File: src/rtl/i2c_register_bank_with_timeout_core_macros.svh
// Assertion macros for the I2C register bank.
// Used by the top level; expects clk and arst_n in scope.
`ifndef I2C_REGISTER_BANK_WITH_TIMEOUT_CORE_MACROS_SVH
`define I2C_REGISTER_BANK_WITH_TIMEOUT_CORE_MACROS_SVH

// checked on every edge outside reset
`define I2CRB_ASSERT(lbl, prop, msg) \
	lbl: assert property (@(posedge clk) disable iff (!arst_n) prop) else $error(msg);

// checked on every edge, reset included
`define I2CRB_ASSERT_ALWAYS(lbl, prop, msg) \
	lbl: assert property (@(posedge clk) prop) else $error(msg);

`endif

File: src/rtl/i2crb_pkg.sv
// Shared types and constants for the I2C register bank.
// No dependencies; used by the channel interfaces and the top level.
package i2crb_pkg;

	localparam int CMD_W       = 3;
	localparam int BYTE_W      = 8;
	localparam int LIDX_W      = 4;
	localparam int MASK_BITS   = 16;
	localparam int PTR_OUT_W   = 4;
	localparam int CFG_IDX_W   = 2;
	localparam int CFG_DATA_W  = 16;
	localparam int DATA_VALUES = 256;

	typedef enum logic [CMD_W-1:0] {
		CMD_WRITE      = 3'd0,
		CMD_READ       = 3'd1,
		CMD_STOP       = 3'd2,
		CMD_TICK       = 3'd3,
		CMD_LOCAL_READ = 3'd4
	} cmd_t;

	typedef enum logic [CFG_IDX_W-1:0] {
		CFG_WRITABLE_MASK = 2'd0,
		CFG_TIMEOUT_MASK  = 2'd1,
		CFG_TIMEOUT_MS    = 2'd2
	} cfg_idx_t;

	localparam logic [MASK_BITS-1:0]  WRITABLE_RST   = 16'hFFF8;
	localparam logic [MASK_BITS-1:0]  TIMEOUT_RST    = 16'h01F8;
	localparam logic [CFG_DATA_W-1:0] TIMEOUT_MS_RST = 16'd500;

endpackage

File: src/rtl/i2crb_in_if.sv
// Input event channel of the I2C register bank.
// Depends on i2crb_pkg for field widths.
interface i2crb_in_if;
	logic                            valid;
	logic                            ready;
	logic [i2crb_pkg::CMD_W-1:0]     command;
	logic [i2crb_pkg::BYTE_W-1:0]    data_byte;
	logic [i2crb_pkg::LIDX_W-1:0]    local_index;

	modport source (output valid, command, data_byte, local_index, input ready);
	modport sink (input valid, command, data_byte, local_index, output ready);
endinterface

File: src/rtl/i2crb_out_if.sv
// Result channel of the I2C register bank.
// Depends on i2crb_pkg for field widths.
interface i2crb_out_if;
	logic                              valid;
	logic                              ready;
	logic [i2crb_pkg::BYTE_W-1:0]      read_data;
	logic [i2crb_pkg::MASK_BITS-1:0]   modified_mask;
	logic [i2crb_pkg::PTR_OUT_W-1:0]   pointer;

	modport source (output valid, read_data, modified_mask, pointer, input ready);
	modport sink (input valid, read_data, modified_mask, pointer, output ready);
endinterface

File: src/rtl/i2crb_cfg_if.sv
// Configuration write channel of the I2C register bank.
// Depends on i2crb_pkg for field widths.
interface i2crb_cfg_if;
	logic                               valid;
	logic                               ready;
	logic [i2crb_pkg::CFG_IDX_W-1:0]    index;
	logic [i2crb_pkg::CFG_DATA_W-1:0]   data;

	modport source (output valid, index, data, input ready);
	modport sink (input valid, index, data, output ready);
endinterface

File: src/rtl/i2c_register_bank_with_timeout_core.sv
// I2C target register bank with auto-increment pointer and per-register timeouts.
// Each item passes from the input register to the result register, which drives result valid.
// Throughput: one item per cycle unless the result channel stalls; state and timers update as an item advances.
// arst_n clears control state, loads register i with i+1 and the masks and timeout period with defaults.
// Depends on i2crb_pkg, the three channel interfaces and the macros header.
`include "i2c_register_bank_with_timeout_core_macros.svh"

module i2c_register_bank_with_timeout_core
	import i2crb_pkg::*;
#(
	parameter int REGISTERS  = 16,
	parameter int TIMER_BITS = 16
) (
	input logic          clk,
	input logic          arst_n,
	i2crb_in_if.sink     item_in,
	i2crb_out_if.source  result_out,
	i2crb_cfg_if.sink    cfg
);

	localparam int PW = $clog2(REGISTERS);
	localparam int NT = (REGISTERS < MASK_BITS) ? REGISTERS : MASK_BITS;
	localparam int CW = (TIMER_BITS > CFG_DATA_W) ? TIMER_BITS : CFG_DATA_W;
	localparam logic [TIMER_BITS-1:0] TMR_CAP = {TIMER_BITS{1'b1}};

	// configuration
	logic [MASK_BITS-1:0]  writable_mask_q;
	logic [MASK_BITS-1:0]  timeout_mask_q;
	logic [CFG_DATA_W-1:0] timeout_ms_q;

	assign cfg.ready = 1'b1;

	always_ff @(posedge clk or negedge arst_n) begin
		if (!arst_n) begin
			writable_mask_q <= WRITABLE_RST;
			timeout_mask_q  <= TIMEOUT_RST;
			timeout_ms_q    <= TIMEOUT_MS_RST;
		end else if (cfg.valid) begin
			case (cfg.index)
				CFG_WRITABLE_MASK: writable_mask_q <= cfg.data;
				CFG_TIMEOUT_MASK:  timeout_mask_q  <= cfg.data;
				CFG_TIMEOUT_MS:    timeout_ms_q    <= cfg.data;
				default: begin
				end
			endcase
		end
	end

	// input stage
	logic              s1_valid_q;
	logic [CMD_W-1:0]  cmd_s1;
	logic [BYTE_W-1:0] data_s1;
	logic [LIDX_W-1:0] lidx_s1;
	logic              res_valid_q;
	logic              advance;

	assign advance       = s1_valid_q && (!res_valid_q || result_out.ready);
	assign item_in.ready = !s1_valid_q || advance;

	always_ff @(posedge clk or negedge arst_n) begin
		if (!arst_n) begin
			s1_valid_q <= 1'b0;
		end else if (item_in.ready) begin
			s1_valid_q <= item_in.valid;
		end
	end

	always_ff @(posedge clk) begin
		if (item_in.valid && item_in.ready) begin
			cmd_s1  <= item_in.command;
			data_s1 <= item_in.data_byte;
			lidx_s1 <= item_in.local_index;
		end
	end

	// bank state
	logic [PW-1:0]         ptr_q;
	logic                  addr_rcvd_q;
	logic [BYTE_W-1:0]     val_q [REGISTERS];
	logic [NT-1:0]         run_q;
	logic [NT-1:0]         mod_q;
	logic [TIMER_BITS-1:0] elapsed_q [NT];

	// loaded address is the data byte modulo the register count
	logic [PW-1:0] mod_tab [DATA_VALUES];
	for (genvar d = 0; d < DATA_VALUES; d++) begin : g_mod
		assign mod_tab[d] = PW'(d % REGISTERS);
	end

	logic          do_write, do_tick, do_lread;
	logic          wr_hit, lidx_ok;
	logic [PW-1:0] lidx_idx;
	logic [PW-1:0] ptr_inc;
	logic [PW-1:0] ptr_n;
	logic          addr_rcvd_n;
	logic [BYTE_W-1:0] rd_n;
	logic [REGISTERS-1:0] wr_sel;
	logic [REGISTERS-1:0] fire;
	logic [NT-1:0]        mod_n;

	assign do_write = advance && (cmd_s1 == CMD_WRITE);
	assign do_tick  = advance && (cmd_s1 == CMD_TICK);
	assign lidx_ok  = int'(lidx_s1) < REGISTERS;
	assign do_lread = advance && (cmd_s1 == CMD_LOCAL_READ) && lidx_ok;
	assign lidx_idx = PW'(lidx_s1);

	// registers past the mask width are read-only
	assign wr_hit  = do_write && addr_rcvd_q && (int'(ptr_q) < MASK_BITS)
		&& writable_mask_q[PTR_OUT_W'(ptr_q)];
	assign ptr_inc = (ptr_q == PW'(REGISTERS - 1)) ? '0 : ptr_q + PW'(1);

	always_comb begin
		ptr_n       = ptr_q;
		addr_rcvd_n = addr_rcvd_q;
		rd_n        = '0;
		case (cmd_s1)
			CMD_WRITE: begin
				if (!addr_rcvd_q) begin
					ptr_n       = mod_tab[data_s1];
					addr_rcvd_n = 1'b1;
				end else begin
					ptr_n = ptr_inc;
				end
			end
			CMD_READ: begin
				rd_n  = val_q[ptr_q];
				ptr_n = ptr_inc;
			end
			CMD_STOP: begin
				addr_rcvd_n = 1'b0;
			end
			CMD_LOCAL_READ: begin
				if (lidx_ok) begin
					rd_n = val_q[lidx_idx];
				end
			end
			default: begin
			end
		endcase
	end

	always_ff @(posedge clk or negedge arst_n) begin
		if (!arst_n) begin
			ptr_q       <= '0;
			addr_rcvd_q <= 1'b0;
		end else if (advance) begin
			ptr_q       <= ptr_n;
			addr_rcvd_q <= addr_rcvd_n;
		end
	end

	// per-register timeout counter and modified flag
	for (genvar i = 0; i < REGISTERS; i++) begin : g_reg
		if (i < NT) begin : g_live
			logic [TIMER_BITS-1:0] el_inc;
			logic                  counting;

			assign wr_sel[i] = wr_hit && (ptr_q == PW'(i));
			assign counting  = do_tick && timeout_mask_q[i] && run_q[i];
			assign el_inc    = (elapsed_q[i] == TMR_CAP) ? elapsed_q[i]
				: elapsed_q[i] + TIMER_BITS'(1);
			assign fire[i]   = counting && (CW'(el_inc) > CW'(timeout_ms_q));
			assign mod_n[i]  = (mod_q[i] && !(do_lread && (lidx_idx == PW'(i))))
				|| wr_sel[i] || fire[i];

			always_ff @(posedge clk) begin
				if (wr_sel[i] && timeout_mask_q[i]) begin
					elapsed_q[i] <= '0;
				end else if (counting) begin
					elapsed_q[i] <= el_inc;
				end
			end

			always_ff @(posedge clk or negedge arst_n) begin
				if (!arst_n) begin
					run_q[i] <= 1'b0;
					mod_q[i] <= 1'b0;
				end else begin
					mod_q[i] <= mod_n[i];
					if (wr_sel[i] && timeout_mask_q[i]) begin
						run_q[i] <= 1'b1;
					end else if (fire[i]) begin
						run_q[i] <= 1'b0;
					end
				end
			end
		end else begin : g_fixed
			assign wr_sel[i] = 1'b0;
			assign fire[i]   = 1'b0;
		end

		always_ff @(posedge clk or negedge arst_n) begin
			if (!arst_n) begin
				val_q[i] <= BYTE_W'(i + 1);
			end else if (wr_sel[i]) begin
				val_q[i] <= data_s1;
			end else if (fire[i]) begin
				val_q[i] <= '0;
			end
		end
	end

	// result register
	logic [BYTE_W-1:0]    rd_q;
	logic [MASK_BITS-1:0] mmask_q;
	logic [PTR_OUT_W-1:0] ptr_out_q;

	always_ff @(posedge clk or negedge arst_n) begin
		if (!arst_n) begin
			res_valid_q <= 1'b0;
		end else if (advance) begin
			res_valid_q <= 1'b1;
		end else if (result_out.ready) begin
			res_valid_q <= 1'b0;
		end
	end

	always_ff @(posedge clk) begin
		if (advance) begin
			rd_q      <= rd_n;
			mmask_q   <= MASK_BITS'(mod_n);
			ptr_out_q <= PTR_OUT_W'(ptr_n);
		end
	end

	assign result_out.valid         = res_valid_q;
	assign result_out.read_data     = rd_q;
	assign result_out.modified_mask = mmask_q;
	assign result_out.pointer       = ptr_out_q;

	`I2CRB_ASSERT(a_s1_hold, (s1_valid_q && !advance) |=> s1_valid_q,
		"input stage item lost while stalled")
	`I2CRB_ASSERT(a_no_overwrite, (item_in.valid && item_in.ready && s1_valid_q) |-> advance,
		"input stage overwritten before it moved on")
	`I2CRB_ASSERT(a_addr_load, $rose(addr_rcvd_q) |-> $past(do_write),
		"address flag set without a bus write")
	`I2CRB_ASSERT_ALWAYS(a_ptr_range, int'(ptr_q) < REGISTERS,
		"pointer beyond register count")

endmodule
File: src/flat_wrapper.sv
// flat-port wrapper written by rule: the top's interface ports become plain ports
module i2c_register_bank_with_timeout_core_flat import i2crb_pkg::*;
#(
	parameter int REGISTERS  = 16,
	parameter int TIMER_BITS = 16
)
  (clk, arst_n, item_in_valid, item_in_command, item_in_data_byte, item_in_local_index, item_in_ready, result_out_valid, result_out_read_data, result_out_modified_mask, result_out_pointer, result_out_ready, cfg_valid, cfg_index, cfg_data, cfg_ready);
  i2crb_in_if item_in_i ();
  i2crb_out_if result_out_i ();
  i2crb_cfg_if cfg_i ();
  input logic clk;
  input logic arst_n;
  input wire logic [$bits(item_in_i.valid)-1:0] item_in_valid;
  input wire logic [$bits(item_in_i.command)-1:0] item_in_command;
  input wire logic [$bits(item_in_i.data_byte)-1:0] item_in_data_byte;
  input wire logic [$bits(item_in_i.local_index)-1:0] item_in_local_index;
  output wire logic [$bits(item_in_i.ready)-1:0] item_in_ready;
  output wire logic [$bits(result_out_i.valid)-1:0] result_out_valid;
  output wire logic [$bits(result_out_i.read_data)-1:0] result_out_read_data;
  output wire logic [$bits(result_out_i.modified_mask)-1:0] result_out_modified_mask;
  output wire logic [$bits(result_out_i.pointer)-1:0] result_out_pointer;
  input wire logic [$bits(result_out_i.ready)-1:0] result_out_ready;
  input wire logic [$bits(cfg_i.valid)-1:0] cfg_valid;
  input wire logic [$bits(cfg_i.index)-1:0] cfg_index;
  input wire logic [$bits(cfg_i.data)-1:0] cfg_data;
  output wire logic [$bits(cfg_i.ready)-1:0] cfg_ready;
  assign item_in_i.valid = item_in_valid;
  assign item_in_i.command = item_in_command;
  assign item_in_i.data_byte = item_in_data_byte;
  assign item_in_i.local_index = item_in_local_index;
  assign item_in_ready = item_in_i.ready;
  assign result_out_valid = result_out_i.valid;
  assign result_out_read_data = result_out_i.read_data;
  assign result_out_modified_mask = result_out_i.modified_mask;
  assign result_out_pointer = result_out_i.pointer;
  assign result_out_i.ready = result_out_ready;
  assign cfg_i.valid = cfg_valid;
  assign cfg_i.index = cfg_index;
  assign cfg_i.data = cfg_data;
  assign cfg_ready = cfg_i.ready;
  i2c_register_bank_with_timeout_core #(.REGISTERS(REGISTERS), .TIMER_BITS(TIMER_BITS)) u_core (.clk(clk), .arst_n(arst_n), .item_in(item_in_i), .result_out(result_out_i), .cfg(cfg_i));
endmodule
File: config.mk
export PLATFORM = sky130hd
export DESIGN_NAME = i2c_register_bank_with_timeout_core_flat
export DESIGN_NICKNAME = d
export VERILOG_FILES = /design/src/rtl/i2crb_pkg.sv /design/src/rtl/i2crb_in_if.sv /design/src/rtl/i2crb_out_if.sv /design/src/rtl/i2crb_cfg_if.sv /design/src/rtl/i2c_register_bank_with_timeout_core.sv /design/src/flat_wrapper.sv
export VERILOG_INCLUDE_DIRS = /design/src /design/src/rtl
export SDC_FILE = /design/constraint.sdc
export NUM_CORES = 1
export LEC_CHECK = 0
export BUFFER_PORTS_ARGS = -buffer_cell sky130_fd_sc_hd__buf_2
export CELL_PAD_IN_SITES_DETAIL_PLACEMENT = 1
export CELL_PAD_IN_SITES_GLOBAL_PLACEMENT = 1
export CORE_MARGIN = 2
export CORE_UTILIZATION = 35
export DETAILED_ROUTE_END_ITERATION = 8
export PLACE_DENSITY = 0.61
export SLEW_MARGIN = 0
export SYNTH_ARGS = -nofsm -noshare
export SYNTH_HDL_FRONTEND = slang
export SYNTH_SLANG_ARGS = --single-unit
File: constraint.sdc
create_clock -name clk -period 5.1 [get_ports clk]
set_clock_uncertainty 0.15 [all_clocks]
set_input_delay 0.255 -clock clk [delete_from_list [all_inputs] [get_ports clk]]
set_output_delay 0.255 -clock clk [all_outputs]
set_load 0.03 [all_outputs]
* After elaboration in Yosys (flattened, before gate mapping)
Memories as Yosys holds them, arrays and structs flattened.
Index checks and enable logic that the tools add are counted.
** Storage, ports and cells
- Bits in registers :: 258
- Latch bits :: 0
- Bits in writable memories :: 256
- Bits in read-only memories :: 1024
- Input bits :: 38
- Logic and storage cells :: 577
- Memories kept :: 2
** Memories
- (name not given) :: depth 256, bits a word 4, read ports 1, clocked after memory_dff 0, wr ports 0, line i2c_register_bank_with_timeout_core.sv:119 : ptr_n = mod_tab[data_s1];
- u_core.elapsed_q :: depth 16, bits a word 16, read ports 16, clocked after memory_dff 0, wr ports 16, line i2c_register_bank_with_timeout_core.sv:82 : logic [TIMER_BITS-1:0] elapsed_q [NT];
** Cells by class
- Add/subtract/negate cells :: 17
- Multipliers :: 0
- Divide/modulo/power cells :: 0
- Magnitude comparators :: 20
- Equal/unequal tests :: 52
- Shift operators :: 0
- Multiplexer cells :: 193
- Bitwise logic cells :: 19
- Reductions and logical operators :: 213
** Operator list (number)
- 16-bit 2-to-1 mux :: 32
- 8-bit 2-to-1 mux :: 36
- 16-bit by 1-bit adder with 16-bit output (second input constant) :: 16
- 16-bit equality test (second input constant) :: 16
- 16-bit > comparator :: 16
- 1-bit logical AND :: 119
- 1-bit 2-to-1 mux :: 115
- 2-bit nonzero test :: 34
- 8-bit binary-select mux with 4-bit select :: 2
- 4-bit equality test (second input constant) :: 16
- 1-bit logical OR :: 34
- 4-bit by 3-bit equality test with 1-bit output (second input constant) :: 8
- 1-bit logical NOT :: 18
- 4-bit by 2-bit equality test with 1-bit output (second input constant) :: 4
- 4-bit 2-to-1 mux :: 4
- 1-bit OR :: 16
- 8-bit case mux with 2 select lines :: 1
- 5-bit >= comparator (second input constant) :: 2
- 4-bit NOT with 5-bit output :: 2
- 9-bit >= comparator (second input constant) :: 1
- 8-bit NOT with 9-bit output :: 1
- 4-bit by 1-bit equality test with 1-bit output (second input constant) :: 2
- 4-bit logical NOT :: 2
- 4-bit case mux with 2 select lines :: 1
- other kinds (12) :: 16

* Logic depth before layout (Yosys ltp)
- Word-level depth :: 11
- Gate-level depth with buffers :: 15

* Worst setup path before layout
OpenSTA, ideal clock, no wires.
- Path kind :: reg2reg
- Start point :: mem u_core.elapsed_q[3][0] (netlist: u_core.elapsed_q[0][48])
- End point :: reg u_core.mmask_q[3] (netlist: u_core.result_out.modified_mask[3]) (data pin)
- Arrival :: 3.261 ns
- Path slack :: 1.418 ns
- Stages on the path, launching flop included :: 15
- Path buffers :: 3
- Clock period less this slack :: 3.682 ns
- Cells stage by stage :: edfxtp_1 > ha_1 > and2_1 > clkbuf_1 > nand3_2 > or2_1 > clkbuf_1 > mux2_2 > ha_1 > nor2b_1 > o211ai_1 > a2111oi_0 > o41a_1 > clkbuf_1 > or3_1
** RTL lines
- start, declared :: line i2c_register_bank_with_timeout_core.sv:82
- end signal, assigned :: line i2c_register_bank_with_timeout_core.sv:221 : mmask_q <= MASK_BITS'(mod_n);
- end, declared :: line i2c_register_bank_with_timeout_core.sv:205 : logic [MASK_BITS-1:0] mmask_q;

==> metrics.md <==
| Metric | Value |
|---|---|
| GPL Wtd Cong | 0.860 |
| Design Area, Final | 38300 µm² |
| Io pins | 69 |
| First-pass GRT wire length | 170000 µm |
| Initial antenna violation count | 4 |
| Part of the power in the clock network | 39.2% |
| Number of synthesized flops with an enable pin | 299 |
| Share of power burned in registers | 40.7% |
| Maximum vdd drop | 0.214 mV |
| Fmax | 237 MHz |
| Hpwl dp | 78600 µm |
| Ant diodes | 0 |
| Max Fanout on Critical Path | 8 |
| Post-Synth Simple-Gate Area | 18.5% |
| Post-synth net total | 3417 |
| Initial drt markers | 1828 |
| Die H | 314 µm |
| Synth Area in XOR/XNOR | 4.30% |
| CTS Buffer Depth | 3 |
| Vias in the first global route | 27768 |
| Syn. warnings | 0 |
| LEAKAGE | 15.0 nW |
| Port Buffers | 67 |
| GRT Residual Overflow | 0 |
| Total of max-cap violations | 0 |
| ANT nets after route | 0 |
| Final worst path period share | 82.8% |
| Synth Register Bits | 514 |
| Worst path arrival time | 4.43 ns |
| Synth Instances | 3103 |
| Core Area | 95200 µm² |
| Nets | 3530 |
| Total number of vias | 26037 |
| Post-Syn Area per Cell | 10.8 µm² |
| Startpoint Class | register |
| Final hold violations | 0 |
| Mapped Area | 33600 µm² |
| Count of different cell masters after synthesis | 73 |
| Pwr Density | 332 nW/µm² |
| Main synth FF type | edfxtp_1 |
| Number of cell rows | 113 |
| Post CTS Setup Buffer Count | 0 |
| WL/cell | 24.3 µm |
| Min cycle time layout | 4.23 ns |
| CTS Buf Count | 67 |
| Most common cell after layout, fill and taps aside | edfxtp_1 |
| Internal power | 8.76 mW |
| Largest family of logic cells by synthesized area | simple AND/OR/NAND/NOR gates |
| Die width | 314 µm |
| TritonRoute pass-1 iters | 5 |
| Clock sink total | 514 |
| Reg2reg setup slack | 0.87 ns |
| Fraction of layout cells with a size suffix above 1 | 16.2% |
| Gate power share | 20.2% |
| Post-synthesis compound-gate area fraction | 8.64% |
| Worst path max stage delay | 0.71 ns |
| Clk pin slew, worst setup/hold paths | 0.06 ns |
| Switching share of power | 31.1% |
| Initial core utilization | 35.4% |
| Top Family by Delay on Critical Path | simple AND/OR/NAND/NOR gates |
| Crit path max-delay cell type | nor4_2 |
| Hold slack | 0.102 ns |
| Largest net degree at the start of global routing | 118 |
| Aggregate negative setup slack | 0 ns |
| CTS tree | done |
| Root buffer cell | clkbuf_16 |
| Synth Area in Adders | 10.3% |
| Slew Viols, Final | 0 |
| P_sw | 3.94 mW |
| RSZ-0062 raised after global routing | false |
| Avg Vias per Cell | 5.74 |
| Hold Crit Class | input port to async pin |
| Buffers & Inverters on Critical Path | 0 |
| Most used cell, CP | ha_1 |
| Sequential area share after synthesis | 42.9% |
| Die area | 98600 µm² |
| Cells along the critical path | ha_1, nand2_1, nor4_2, nand2_2, mux2_1, ha_1, nor2b_1, o211ai_1, a2111oi_0, o41a_1, or3b_1 |
| DP Area | 35700 µm² |
| Mux cell area share after synthesis | 13.0% |
| Most frequent cells in the layout | edfxtp_1, ha_1, nor2_1, nor2b_1, mux2i_1 |
| DRC | 0 |
| Final setup violation count | 0 |
| Data required time of the worst path | 5.30 ns |
| H-tree depth | 3 |
| GR Util All Layers | 22.3% |
| Clock Latency Late Sink | 0.63 ns |
| Layout area overhead | 13.9% |
| Critical Path End Type | register |
| Slew HR | 13.9% |
| FFs w/ async S/R, synth | 41.8% |
| Status | completed |
| Final wirelength | 110000 µm |
| Worst slew pin tran | 1.29 ns |
| Critical setup path kind | register to register |
[power by group through the flow]
stage / Combinational [mW] / Clock [mW] / Sequential [mW]
global placement: 2.42 / 0 / 5.22
global route: 2.81 / 5.24 / 5.21
floorplan: 1.59 / 0 / 5.10
finish: 2.56 / 4.97 / 5.17
CTS: 2.58 / 5.09 / 5.16
detailed placement: 2.54 / 0 / 5.24
[layout make-up]
type	count	area, µm²
Tap cell	1265	1580
Fill cell	10401	56800
Sequential cell	514	14400
Multi-Input combinational cell	2395	18500
Clock buffer	101	2040
Clock inverter	23	249
Timing Repair Buffer	173	1240
Inverter	65	244
[metal layers]
layer | wire length (µm) | GRT usage [%]
met3 | 4240 | 2.46
met4 | 3000 | 6.71
met5 | 13 | 0
met2 | 51100 | 36.2
met1 | 51800 | 31.2
[what timing repair did]
| action | in CTS | in global routing |
|---|---|---|
| gates resized for setup | 0 | 0 |
| hold endpoints to repair | 157 | 0 |
| hold buffers | 33 | 0 |
[per-stage QoR]
| stage | utilization, % | worst slack (ns) | total power [mW] | cells |
|---|---|---|---|---|
| floorplan | - | 1.42 | 6.69 | 3103 |
| global placement | 37.5 | 0.917 | 7.64 | 4379 |
| detailed placement | 37.5 | 0.894 | 7.77 | 4379 |
| CTS | 40.3 | 0.889 | 12.8 | 4536 |
| global route | 40.3 | 0.586 | 13.3 | 4536 |
| finish | 40.3 | 0.875 | 12.7 | 4536 |
[final timing paths]
check / cells after the start / startpoint / end
max: 11 / u_core.elapsed_q[0][80] / u_core.result_out.modified_mask[5]
min: 2 / arst_n / u_core.val_q[55]
max reg2reg: 11 / u_core.elapsed_q[0][80] / u_core.result_out.modified_mask[5]
min reg2reg: 1 / u_core.timeout_ms_q[12] / u_core.timeout_ms_q[12]
max in group asynchronous: 3 / arst_n / u_core.run_q[1]
min in group clk: 4 / cfg_index[0] / u_core.writable_mask_q[4]
[state kept, by name, summed over array words and instances, names as in the netlist]
signal and flops:
u_core.mod_q 16, u_core.addr_rcvd_q 1, u_core.val_q 128, u_core.result_out.read_data 8, u_core.run_q 16, u_core.elapsed_q 256, u_core.lidx_idx 4, u_core.timeout_ms_q 16
u_core.ptr_q 4, u_core.timeout_mask_q 16, u_core.writable_mask_q 16, u_core.result_out.pointer 4, u_core.data_s1 8, u_core.cmd_s1 3, u_core.s1_valid_q 1, u_core.result_out.modified_mask 16
u_core.result_out.valid 1
[worst register-to-register path, delay by kind of cell (launching register included)]
kind / cells / cell delay, ns
AOI/OAI and AO/OA: 3 / 0.81
and+or+nand+nor: 5 / 1.61
DFF: 1 / 0.45
muxes: 1 / 0.39
adders and majority gates: 2 / 0.54
[cells in the mapped netlist, types with 14 or more instances]
master,n,share of area [%]
mux4_2,67,4.5
o22ai_1,21,0.39
mux2_2,107,3.6
clkbuf_1,78,0.87
nor3_1,48,0.71
mux2i_1,166,4.9
a211oi_1,39,0.87
xor2_1,76,2.0
a21oi_1,164,2.4
nand4_1,104,1.9
buf_2,41,0.61
ha_1,276,10
and4_1,24,0.62
o21ai_0,54,0.80
a21o_1,28,0.62
a31oi_1,14,0.26
nor2b_1,203,3.8
xnor2_1,89,2.3
and3_1,59,1.1
nand2_1,163,1.8
or3_1,18,0.33
nand3_1,146,2.2
or2_2,17,0.32
and2_1,21,0.39
nor2_1,251,2.8
dfrtp_1,157,12
o211ai_1,26,0.58
nor4_1,36,0.67
nand2b_1,18,0.33
o2111ai_1,14,0.36
edfxtp_1,299,27
inv_1,65,0.73
a2111oi_0,16,0.42
dfstp_2,58,4.5
[logic make-up (layout without fill, tap and decap cells)]
family,after synthesis,count (layout)
DFF,514,514
AOI/OAI and AO/OA,445,445
adders and majority gates,276,276
muxes,341,341
buffers and inverters,194,362
other,1,1
xor gates and xnor gates,165,165
and+or+nand+nor,1167,1167
No activity file was read; power rests on OpenSTA's default activity.
